[src/rtl/core/cra_pkg.sv]
package cra_pkg;

   localparam int CELLS_DEFAULT = 1024;

   localparam int START_W    = 10;
   localparam int LEN_W      = 11;
   localparam int STATUS_W   = 2;
   localparam int STRATEGY_W = 2;

   localparam logic [STRATEGY_W-1:0] FIT_FIRST = 2'd0;
   localparam logic [STRATEGY_W-1:0] FIT_BEST  = 2'd1;
   localparam logic [STRATEGY_W-1:0] FIT_WORST = 2'd2;

   typedef enum logic [STATUS_W-1:0] {
      STATUS_DONE     = 2'd0,
      STATUS_NO_ROOM  = 2'd1,
      STATUS_ZERO_LEN = 2'd2
   } status_type;

   typedef enum logic [2:0] {
      ST_CLEAR,
      ST_IDLE,
      ST_DISPATCH,
      ST_SCAN,
      ST_DECIDE,
      ST_WALK,
      ST_RESPOND
   } ctl_state_type;

   typedef struct packed {
      logic       capture;
      logic       clear_step;
      logic       scan_init;
      logic       scan_run;
      logic       walk_init;
      logic       walk_step;
      logic       set_code;
      status_type code;
      logic       push;
   } cmd_type;

   typedef struct packed {
      logic clear_last;
      logic op_release;
      logic zero_len;
      logic bad_strategy;
      logic scan_done;
      logic found;
      logic walk_done;
      logic slot_free;
   } sts_type;

endpackage

[src/rtl/core/contiguous_run_allocator.sv]
// Allocate: a serial scan of the whole occupancy map (one cell per cycle through a
// registered RAM read) is followed by the marking walk (one cell per cycle).
// Release: the marking walk alone, which stops early at the end of the store.
// Zero-length allocation: a reply with no scan and no walk.
// One item is worked at a time; the result register frees the input side early.
// After reset a clearing pass marks every cell free before any transfer.
module contiguous_run_allocator #(
   parameter int CELLS = cra_pkg::CELLS_DEFAULT
) (
   input  logic                              clock,
   input  logic                              reset,
   input  logic                              req_valid,
   output logic                              req_ready,
   input  logic                              req_operation,
   input  logic [cra_pkg::START_W-1:0]       req_run_start,
   input  logic [cra_pkg::LEN_W-1:0]         req_run_length,
   output logic                              rsp_valid,
   input  logic                              rsp_ready,
   output logic [cra_pkg::STATUS_W-1:0]      rsp_status,
   output logic [cra_pkg::START_W-1:0]       rsp_placed_start,
   output logic [cra_pkg::LEN_W-1:0]         rsp_chosen_run_size,
   input  logic                              csr_valid,
   output logic                              csr_ready,
   input  logic [cra_pkg::STRATEGY_W-1:0]    csr_fit_strategy
);

   cra_pkg::cmd_type cmd;
   cra_pkg::sts_type sts;

   assign csr_ready = 1'b1;

   cra_ctl u_ctl (
      .clock     (clock),
      .reset     (reset),
      .req_valid (req_valid),
      .req_ready (req_ready),
      .cmd       (cmd),
      .sts       (sts)
   );

   cra_dp #(
      .CELLS (CELLS)
   ) u_dp (
      .clock               (clock),
      .reset               (reset),
      .cmd                 (cmd),
      .sts                 (sts),
      .req_operation       (req_operation),
      .req_run_start       (req_run_start),
      .req_run_length      (req_run_length),
      .csr_valid           (csr_valid),
      .csr_fit_strategy    (csr_fit_strategy),
      .rsp_valid           (rsp_valid),
      .rsp_ready           (rsp_ready),
      .rsp_status          (rsp_status),
      .rsp_placed_start    (rsp_placed_start),
      .rsp_chosen_run_size (rsp_chosen_run_size)
   );

endmodule

[src/rtl/core/cra_ram.sv]
module cra_ram #(
   parameter int WIDTH = 1,
   parameter int DEPTH = 1024
) (
   input  logic                                   clock,
   input  logic                                   wr_en,
   input  logic [(DEPTH > 1 ? $clog2(DEPTH) : 1)-1:0] wr_addr,
   input  logic [WIDTH-1:0]                       wr_data,
   input  logic                                   rd_en,
   input  logic [(DEPTH > 1 ? $clog2(DEPTH) : 1)-1:0] rd_addr,
   output logic [WIDTH-1:0]                       rd_data
);

   logic [WIDTH-1:0] mem_ff [DEPTH];
   logic [WIDTH-1:0] rd_data_ff;

   always_ff @(posedge clock) begin
      if (wr_en) begin
         mem_ff[wr_addr] <= wr_data;
      end
      if (rd_en) begin
         rd_data_ff <= mem_ff[rd_addr];
      end
   end

   assign rd_data = rd_data_ff;

endmodule

[src/rtl/core/cra_ctl.sv]
module cra_ctl (
   input  logic             clock,
   input  logic             reset,
   input  logic             req_valid,
   output logic             req_ready,
   output cra_pkg::cmd_type cmd,
   input  cra_pkg::sts_type sts
);

   cra_pkg::ctl_state_type state_ff;
   cra_pkg::ctl_state_type state_in;

   always_ff @(posedge clock) begin
      if (reset) begin
         state_ff <= cra_pkg::ST_CLEAR;
      end else begin
         state_ff <= state_in;
      end
   end

   always_comb begin
      state_in  = state_ff;
      req_ready = 1'b0;
      cmd       = '0;
      cmd.code  = cra_pkg::STATUS_DONE;
      case (state_ff)
         cra_pkg::ST_CLEAR: begin
            cmd.clear_step = 1'b1;
            if (sts.clear_last) begin
               state_in = cra_pkg::ST_IDLE;
            end
         end
         cra_pkg::ST_IDLE: begin
            req_ready = 1'b1;
            if (req_valid) begin
               cmd.capture = 1'b1;
               state_in    = cra_pkg::ST_DISPATCH;
            end
         end
         cra_pkg::ST_DISPATCH: begin
            if (sts.op_release) begin
               cmd.walk_init = 1'b1;
               state_in      = cra_pkg::ST_WALK;
            end else if (sts.zero_len) begin
               cmd.set_code = 1'b1;
               cmd.code     = cra_pkg::STATUS_ZERO_LEN;
               state_in     = cra_pkg::ST_RESPOND;
            end else if (sts.bad_strategy) begin
               cmd.set_code = 1'b1;
               cmd.code     = cra_pkg::STATUS_NO_ROOM;
               state_in     = cra_pkg::ST_RESPOND;
            end else begin
               cmd.scan_init = 1'b1;
               state_in      = cra_pkg::ST_SCAN;
            end
         end
         cra_pkg::ST_SCAN: begin
            cmd.scan_run = 1'b1;
            if (sts.scan_done) begin
               state_in = cra_pkg::ST_DECIDE;
            end
         end
         cra_pkg::ST_DECIDE: begin
            if (sts.found) begin
               cmd.walk_init = 1'b1;
               state_in      = cra_pkg::ST_WALK;
            end else begin
               cmd.set_code = 1'b1;
               cmd.code     = cra_pkg::STATUS_NO_ROOM;
               state_in     = cra_pkg::ST_RESPOND;
            end
         end
         cra_pkg::ST_WALK: begin
            if (sts.walk_done) begin
               cmd.set_code = 1'b1;
               cmd.code     = cra_pkg::STATUS_DONE;
               state_in     = cra_pkg::ST_RESPOND;
            end else begin
               cmd.walk_step = 1'b1;
            end
         end
         cra_pkg::ST_RESPOND: begin
            if (sts.slot_free) begin
               cmd.push = 1'b1;
               state_in = cra_pkg::ST_IDLE;
            end
         end
         default: begin
            state_in = cra_pkg::ST_IDLE;
         end
      endcase
   end

endmodule

[src/rtl/core/cra_dp.sv]
module cra_dp #(
   parameter int CELLS = cra_pkg::CELLS_DEFAULT
) (
   input  logic                              clock,
   input  logic                              reset,
   input  cra_pkg::cmd_type                  cmd,
   output cra_pkg::sts_type                  sts,
   input  logic                              req_operation,
   input  logic [cra_pkg::START_W-1:0]       req_run_start,
   input  logic [cra_pkg::LEN_W-1:0]         req_run_length,
   input  logic                              csr_valid,
   input  logic [cra_pkg::STRATEGY_W-1:0]    csr_fit_strategy,
   output logic                              rsp_valid,
   input  logic                              rsp_ready,
   output logic [cra_pkg::STATUS_W-1:0]      rsp_status,
   output logic [cra_pkg::START_W-1:0]       rsp_placed_start,
   output logic [cra_pkg::LEN_W-1:0]         rsp_chosen_run_size
);

   localparam int AW = (CELLS > 1) ? $clog2(CELLS) : 1;
   localparam int PW = ((AW > cra_pkg::START_W) ? AW : cra_pkg::START_W) + 1;
   localparam int LW = $clog2(CELLS + 1);
   localparam int CW = (LW > cra_pkg::LEN_W) ? LW : cra_pkg::LEN_W;

   logic                              req_op_ff;
   logic [cra_pkg::START_W-1:0]       req_start_ff;
   logic [cra_pkg::LEN_W-1:0]         req_len_ff;
   logic [cra_pkg::STRATEGY_W-1:0]    strategy_ff;
   logic [PW-1:0]                     ptr_ff, ptr_in;
   logic [cra_pkg::LEN_W-1:0]         rem_ff;
   logic                              rd_vld_ff;
   logic [AW-1:0]                     rd_idx_ff;
   logic [LW-1:0]                     run_len_ff;
   logic [AW-1:0]                     run_start_ff;
   logic                              found_ff, found_in;
   logic [AW-1:0]                     pick_start_ff;
   logic [LW-1:0]                     pick_len_ff;
   cra_pkg::status_type               code_ff;
   logic                              rsp_valid_ff;
   cra_pkg::status_type               rsp_status_ff;
   logic [cra_pkg::START_W-1:0]       rsp_start_ff;
   logic [cra_pkg::LEN_W-1:0]         rsp_size_ff;

   logic          ptr_in_store;
   logic          rd_en;
   logic          mem_we;
   logic          mem_wd;
   logic [0:0]    mem_rd_data;
   logic          cell_free;
   logic          cell_last;
   logic [LW-1:0] run_len_inc;
   logic [LW-1:0] closed_len;
   logic [AW-1:0] closed_start;
   logic          run_close;
   logic          run_fits;
   logic          run_take;

   assign ptr_in_store = (ptr_ff < PW'(CELLS));
   assign rd_en        = cmd.scan_run && ptr_in_store;
   assign mem_we       = cmd.clear_step || cmd.walk_step;
   assign mem_wd       = cmd.walk_step && !req_op_ff;

   cra_ram #(
      .WIDTH (1),
      .DEPTH (CELLS)
   ) u_map (
      .clock   (clock),
      .wr_en   (mem_we),
      .wr_addr (ptr_ff[AW-1:0]),
      .wr_data (mem_wd),
      .rd_en   (rd_en),
      .rd_addr (ptr_ff[AW-1:0]),
      .rd_data (mem_rd_data)
   );

   // A free run closes on the first used cell after it or on the last cell of the store.
   assign cell_free    = ~mem_rd_data[0];
   assign cell_last    = (rd_idx_ff == AW'(CELLS - 1));
   assign run_len_inc  = run_len_ff + LW'(1);
   assign closed_len   = cell_free ? run_len_inc : run_len_ff;
   assign closed_start = (cell_free && run_len_ff == '0) ? rd_idx_ff : run_start_ff;
   assign run_close    = rd_vld_ff && ((!cell_free && run_len_ff != '0) ||
                                       (cell_free && cell_last));
   assign run_fits     = (CW'(closed_len) >= CW'(req_len_ff));
   assign run_take     = run_close && run_fits &&
                         (!found_ff ||
                          (strategy_ff == cra_pkg::FIT_BEST  && closed_len < pick_len_ff) ||
                          (strategy_ff == cra_pkg::FIT_WORST && closed_len > pick_len_ff));

   always_comb begin
      ptr_in = ptr_ff;
      if (cmd.clear_step || cmd.walk_step || rd_en) begin
         ptr_in = ptr_ff + PW'(1);
      end else if (cmd.scan_init) begin
         ptr_in = '0;
      end else if (cmd.walk_init) begin
         ptr_in = req_op_ff ? PW'(req_start_ff) : PW'(pick_start_ff);
      end
   end

   always_comb begin
      found_in = found_ff;
      if (cmd.capture) begin
         found_in = 1'b0;
      end else if (run_take) begin
         found_in = 1'b1;
      end
   end

   always_ff @(posedge clock) begin
      if (reset) begin
         strategy_ff  <= cra_pkg::FIT_FIRST;
         ptr_ff       <= '0;
         rd_vld_ff    <= 1'b0;
         found_ff     <= 1'b0;
         rsp_valid_ff <= 1'b0;
      end else begin
         if (csr_valid) begin
            strategy_ff <= csr_fit_strategy;
         end
         ptr_ff       <= ptr_in;
         rd_vld_ff    <= rd_en;
         found_ff     <= found_in;
         rsp_valid_ff <= cmd.push || (rsp_valid_ff && !rsp_ready);
      end
   end

   always_ff @(posedge clock) begin
      if (cmd.capture) begin
         req_op_ff    <= req_operation;
         req_start_ff <= req_run_start;
         req_len_ff   <= req_run_length;
      end
      if (cmd.walk_init) begin
         rem_ff <= req_len_ff;
      end else if (cmd.walk_step) begin
         rem_ff <= rem_ff - cra_pkg::LEN_W'(1);
      end
      if (rd_en) begin
         rd_idx_ff <= ptr_ff[AW-1:0];
      end
      if (cmd.scan_init) begin
         run_len_ff <= '0;
      end else if (rd_vld_ff) begin
         run_len_ff   <= cell_free ? run_len_inc : '0;
         run_start_ff <= closed_start;
      end
      if (run_take) begin
         pick_start_ff <= closed_start;
         pick_len_ff   <= closed_len;
      end
      if (cmd.set_code) begin
         code_ff <= cmd.code;
      end
      if (cmd.push) begin
         rsp_status_ff <= code_ff;
         if (code_ff == cra_pkg::STATUS_DONE && req_op_ff) begin
            rsp_start_ff <= req_start_ff;
            rsp_size_ff  <= '0;
         end else if (code_ff == cra_pkg::STATUS_DONE) begin
            rsp_start_ff <= cra_pkg::START_W'(pick_start_ff);
            rsp_size_ff  <= cra_pkg::LEN_W'(pick_len_ff);
         end else begin
            rsp_start_ff <= '0;
            rsp_size_ff  <= '0;
         end
      end
   end

   always_comb begin
      sts              = '0;
      sts.clear_last   = (ptr_ff == PW'(CELLS - 1));
      sts.op_release   = req_op_ff;
      sts.zero_len     = (req_len_ff == '0);
      sts.bad_strategy = (strategy_ff > cra_pkg::FIT_WORST);
      sts.scan_done    = rd_vld_ff && cell_last;
      sts.found        = found_ff;
      sts.walk_done    = (rem_ff == '0) || !ptr_in_store;
      sts.slot_free    = !rsp_valid_ff || rsp_ready;
   end

   assign rsp_valid           = rsp_valid_ff;
   assign rsp_status          = rsp_status_ff;
   assign rsp_placed_start    = rsp_start_ff;
   assign rsp_chosen_run_size = rsp_size_ff;

   a_push_into_free_slot: assert property (@(posedge clock) disable iff (reset)
      cmd.push |-> (!rsp_valid_ff || rsp_ready))
      else $error("Result loaded while the previous transfer is still pending.");

   a_write_inside_store: assert property (@(posedge clock) disable iff (reset)
      mem_we |-> ptr_in_store)
      else $error("Map write outside the store.");

   a_pick_fits: assert property (@(posedge clock) disable iff (reset)
      found_ff |-> (CW'(pick_len_ff) >= CW'(req_len_ff)))
      else $error("Chosen free run is shorter than the request.");

   a_read_inside_store: assert property (@(posedge clock) disable iff (reset)
      rd_vld_ff |-> $past(ptr_in_store))
      else $error("Scan read issued outside the store.");

endmodule

[config.mk]
export PLATFORM = sky130hd
export DESIGN_NAME = contiguous_run_allocator
export DESIGN_NICKNAME = d
export VERILOG_FILES = /design/src/rtl/core/cra_pkg.sv /design/src/rtl/core/contiguous_run_allocator.sv /design/src/rtl/core/cra_ram.sv /design/src/rtl/core/cra_ctl.sv /design/src/rtl/core/cra_dp.sv
export SDC_FILE = /design/constraint.sdc
export NUM_CORES = 2
export LEC_CHECK = 0
export BUFFER_PORTS_ARGS = -buffer_cell sky130_fd_sc_hd__buf_2
export CAP_MARGIN = 20
export CORE_ASPECT_RATIO = 0.75
export CORE_MARGIN = 5
export CORE_UTILIZATION = 68
export DETAILED_ROUTE_END_ITERATION = 10
export GPL_ROUTABILITY_DRIVEN = 0
export PLACE_DENSITY = 0.9
export REMOVE_ABC_BUFFERS = 1
export SYNTH_ARGS = -nofsm -noshare
export SYNTH_HDL_FRONTEND = slang
export SYNTH_SLANG_ARGS = --single-unit
[constraint.sdc]
create_clock -name clock -period 44 [get_ports clock]
set_clock_uncertainty 0.2 [all_clocks]
set_input_delay 2.2 -clock clock [delete_from_list [all_inputs] [get_ports clock]]
set_output_delay 2.2 -clock clock [all_outputs]
set_load 0.005 [all_outputs]
==> impl_summary.md <==
STA
In the final timing run, aggregate negative setup slack is 0 ps. The final hold violation count is 0. The final worst slack is 38640 ps.

Setup violations remaining at the end of the flow were counted as 0. The worst pin sits at a relative slew slack of 17.7%. Final hold analysis gives a worst-case slack of 281 ps.

The shortest clock period the worst path allows after layout is 5360 ps. The worst-margin pin slew is 1230 ps. Setup repair after global routing left no endpoint under its margin. The number of max-slew violations in the final report was 0.

The highest clock rate is 187 MHz. Dividing the final minimum period by the clock period gives 12.2%.

Die
The number of primary I/O pins is 55. The die extent in x is 325 um. The effective utilization at floorplan is 68.6%. The standard-cell row count is 86.

The region available for standard cell placement spans 73600 um2. The die area is 79900 um2. The height of the chip is 246 um.

Cells and area
The area growth from synthesis to layout is 9.14%. The finished layout holds 4902 standard cells, fillers aside. The area of all placed cells without fillers is 55100 um2. The final cell utilization of the core is 74.9%. The share of final-layout standard cells stronger than drive strength 1 is 10.8%. For this run, the post-layout net count is 3903.

Clock network
The post-cts repair resize count is 0. The cell sitting at the root of the clock tree is a sky130_fd_sc_hd__clkbuf_16. TritonCTS built the clock tree. The H-tree was split into 3 levels. Post-CTS timing repair inserted 0 buffers for setup.

Counting along the longest clock path gives a buffer depth of 3. The clock insertion delay at the later pin of the skew report is 700 ps. For this design, the sink count on the clock tree is 1154. After clock tree synthesis, the clock-pin slew on the worst setup and hold paths is 70 ps.

The number of buffers created by CTS is 101. The number of hold-repair buffers added at the cts stage is 0.

Critical path
In this run the worst setup path begins at u_dp.ptr_ff[1]$_SDFFE_PP0P_. The kind of end point of the critical path is a flip-flop. The kind of cell adding the most delay to the critical path is buffers and inverters. The required time of the critical path is 44240 ps. The logic depth of the worst register-to-register path is 10.

Traced cell by cell, the critical path runs through buf_4 > buf_4 > mux2i_1 > o22ai_1 > a211oi_1 > o2111ai_1 > a211o_1 > a31oi_1 > nand4_1 > a211o_1. STA classifies the critical path startpoint as a flip-flop. The path type of the worst setup path is reg -> reg. The number of buffer and inverter instances along the worst setup path is 2. Counting buffers and inverters, the worst setup path is 10 cells deep.

The worst reg2reg path startpoint is u_dp.ptr_ff[1]$_SDFFE_PP0P_. The largest single stage delay on the critical path is 900 ps. The top fanout value on the critical path is 60. The critical path data arrival time is 5600 ps. The largest individual stage delay along the critical path comes from the cell sky130_fd_sc_hd__buf_4.

Place
Buffers placed on the I/O ports in this run total 53. Counting tap cells, the placed design contains a total of 4687 instances. Summed over all nets, the half-perimeter wirelength after detailed placement is 78.9 mm. The cell area after placement is 51400 um2.

Before CTS, the worst setup slack after placement is 38340 ps.

Min path
The start point of the worst hold path is u_dp.code_ff[0]$_DFFE_PP_. The number of cells on the worst hold path is 0. The class of the tightest hold or removal check is reg -> reg.

Global route
The overall overflow remaining after global route is 0. The first-pass GRT wire length is 212 mm. The maximum number of pins on one net before global-route repair is 332. The number of global-route vias before repair was 34000. The initial antenna violation count was 4. The all-layer global routing usage is 35.6%.

Synthesis
The synthesized design spends more area on one cell type than any other, namely sky130_fd_sc_hd__edfxtp_1. By area the synthesized netlist is led by sky130_fd_sc_hd__edfxtp_1 67%, sky130_fd_sc_hd__mux2i_1 9.0%, sky130_fd_sc_hd__nor2_1 8.4%. In this run, synthesis produced a sequential element count of 1154. By count the netlist is led by 1125 x sky130_fd_sc_hd__nor2_1, 1124 x sky130_fd_sc_hd__edfxtp_1, 455 x sky130_fd_sc_hd__mux2i_1, 210 x sky130_fd_sc_hd__o22ai_1, 154 x sky130_fd_sc_hd__buf_2. The dominant cell by count in the synthesized netlist is sky130_fd_sc_hd__nor2_1. Sequential cells were found to cover 68.0% of the synthesized design area. Summing every instance area after synthesis gives 50500 um2. After synthesis, the netlist uses 69 different library cells. After synthesis, the mean cell area works out to 12.9 um2. The count of warnings emitted by yosys is 0. The fraction of registers with async set/reset is 0%. For this run, the leading register cell type out of synthesis is sky130_fd_sc_hd__edfxtp_1. After synthesis, the largest area contributor takes up 66.8% of total cell area.

Synthesis produced 3910 cells. Yosys mapped a number of flops with a built-in enable equal to 1124.

Routing
After detailed routing, the average wire length per cell comes to 30.3 um. Using the TritonRoute via totals, the vias-per-cell ratio works out to 7.20. The first detailed-routing pass ran for 7 iterations.

The routed layout has 35300 vias. The residual DRC count is 0. Wires add up to 148 mm. The detailed router's first-iteration violation count is 7533. Once detail routing completed, the nets flagged for antenna violations numbered 0.

Power and ir drop
In this run the power density over the cells is 39.4 nW/um2. In this run the power spent charging and discharging nets is 0.472 mW. The worst-case IR drop observed on VDD is 0.0000419 V. The clock network is responsible for 40.7% of the overall power. In this run the static leakage power is 17.3 nW. The fraction of power consumed by sequential logic is 54.8%. The combinational power share is 4.5%. Of the total power, the share spent switching nets is 21.7%. The internal portion of the total power is 1.70 mW. Total power for the finished layout comes to 2.17 mW.

Flow run
Across the run, the number of max-cap violations was 0.

Outcome
The flow ran to the end, and the final reports show no timing, DRC or antenna violations.
-- cell families after synthesis --
kind of cell    synth area share, %
simple gates                   12.3
flops                          68.0
mux                            10.9
buf+inv                        3.37
compound gates                 4.34
fa+ha+maj                     0.743
xor+xnor                      0.312
other cells                 0.00742
-- layout make-up --
class	instances	area, um2
sequential	1154	34400
fill	4011	18500
multi-input combinational	2382	14700
clock buffer	121	2620
timing repair buffer	166	1520
tap	968	1210
clock inverter	65	594
inverter	39	146
antenna	7	17.5
-- cell usage in the layout (no fill, tap or decap), types with 5 or more instances in the layout --
cell type | synthesis | final
sky130_fd_sc_hd__a31oi_1 | 10 | 10
sky130_fd_sc_hd__clkbuf_1 | 153 | 18
sky130_fd_sc_hd__nand2b_1 | 7 | 7
sky130_fd_sc_hd__buf_16 | 0 | 18
sky130_fd_sc_hd__buf_4 | 16 | 89
sky130_fd_sc_hd__nand3_1 | 59 | 35
sky130_fd_sc_hd__nor2b_1 | 8 | 7
sky130_fd_sc_hd__clkinv_2 | 0 | 18
sky130_fd_sc_hd__o22ai_1 | 210 | 210
sky130_fd_sc_hd__nand3_2 | 8 | 31
sky130_fd_sc_hd__clkinv_1 | 1 | 22
sky130_fd_sc_hd__buf_2 | 154 | 54
sky130_fd_sc_hd__o2111ai_1 | 5 | 5
sky130_fd_sc_hd__mux4_2 | 37 | 37
sky130_fd_sc_hd__a21o_1 | 11 | 11
sky130_fd_sc_hd__mux2_2 | 11 | 11
sky130_fd_sc_hd__or4_1 | 13 | 12
sky130_fd_sc_hd__o21ai_0 | 34 | 34
sky130_fd_sc_hd__edfxtp_1 | 1124 | 1124
sky130_fd_sc_hd__nand4_1 | 16 | 16
sky130_fd_sc_hd__clkinvlp_4 | 0 | 11
sky130_fd_sc_hd__xor2_1 | 9 | 9
sky130_fd_sc_hd__diode_2 | 0 | 7
sky130_fd_sc_hd__dfxtp_1 | 30 | 28
sky130_fd_sc_hd__bufinv_16 | 0 | 8
sky130_fd_sc_hd__nor3b_1 | 10 | 9
sky130_fd_sc_hd__nor4_1 | 46 | 46
sky130_fd_sc_hd__inv_1 | 36 | 36
sky130_fd_sc_hd__clkbuf_16 | 0 | 101
sky130_fd_sc_hd__ha_1 | 30 | 30
sky130_fd_sc_hd__nor3_1 | 45 | 41
sky130_fd_sc_hd__nor2_1 | 1125 | 1123
sky130_fd_sc_hd__a21oi_1 | 30 | 30
sky130_fd_sc_hd__mux2i_1 | 455 | 455
sky130_fd_sc_hd__xnor2_1 | 9 | 9
sky130_fd_sc_hd__a211oi_1 | 9 | 9
sky130_fd_sc_hd__nand2_1 | 115 | 115
-- layer usage --
metal  vias up  GRT usage (%)  share of wire [%]  wire [um]
li1      14100              -                  -          -
met1     16800           45.8                 32      47000
met2      3546           53.1                 44      64700
met3       882           13.2                 18      26600
met4         4           20.1                6.8      10100
met5         -          0.423              0.039         58
-- worst reg2reg max path, delay by kind of cell (launching register included) --
kind                   cells  cell delay, ps
AOI/OAI and AO/OA          6            1670
and+or+nand+nor            1             280
muxes                      1             380
buffers and inverters      2            1770
DFF                        1             790
-- sequential cells by signal, summed over array words and instances (netlist names), 3 cells and up --
name / cells
u_dp.rsp_placed_start: 10
u_dp.req_len_ff: 11
u_dp.pick_start_ff: 10
u_dp.pick_len_ff: 11
u_ctl.state_ff: 3
u_dp.run_start_ff: 10
u_dp.rsp_chosen_run_size: 11
u_dp.rem_ff: 11
u_dp.ptr_ff: 11
u_dp.req_start_ff: 10
u_dp.rd_idx_ff: 10
u_dp.run_len_ff: 11
u_dp.u_map.mem_ff: 1024
-- final timing paths --
path | to | slack [ps]
worst min-delay path | u_dp.rsp_status[0]$_DFFE_PP_ | 280
worst max register to register | u_dp.u_map.rd_data$_DFFE_PP_ | 38640
worst min register to register | u_dp.rsp_status[0]$_DFFE_PP_ | 280
worst max-delay path | u_dp.u_map.rd_data$_DFFE_PP_ | 38640
-- power groups by stage --
| stage | logic, mW | registers [mW] | clock network [mW] |
|---|---|---|---|
| 6_report | 0.0977 | 1.19 | 0.884 |
| 5_1_grt | 0.0987 | 1.19 | 0.926 |
| 4_1_cts | 0.0934 | 1.19 | 0.878 |
| 3_5_place_dp | 0.0922 | 1.21 | 0 |
| 3_3_place_gp | 0.0901 | 1.21 | 0 |
| 2_1_floorplan | 0.127 | 1.23 | 0 |
Note: power is estimated with default switching activity, not from simulation.
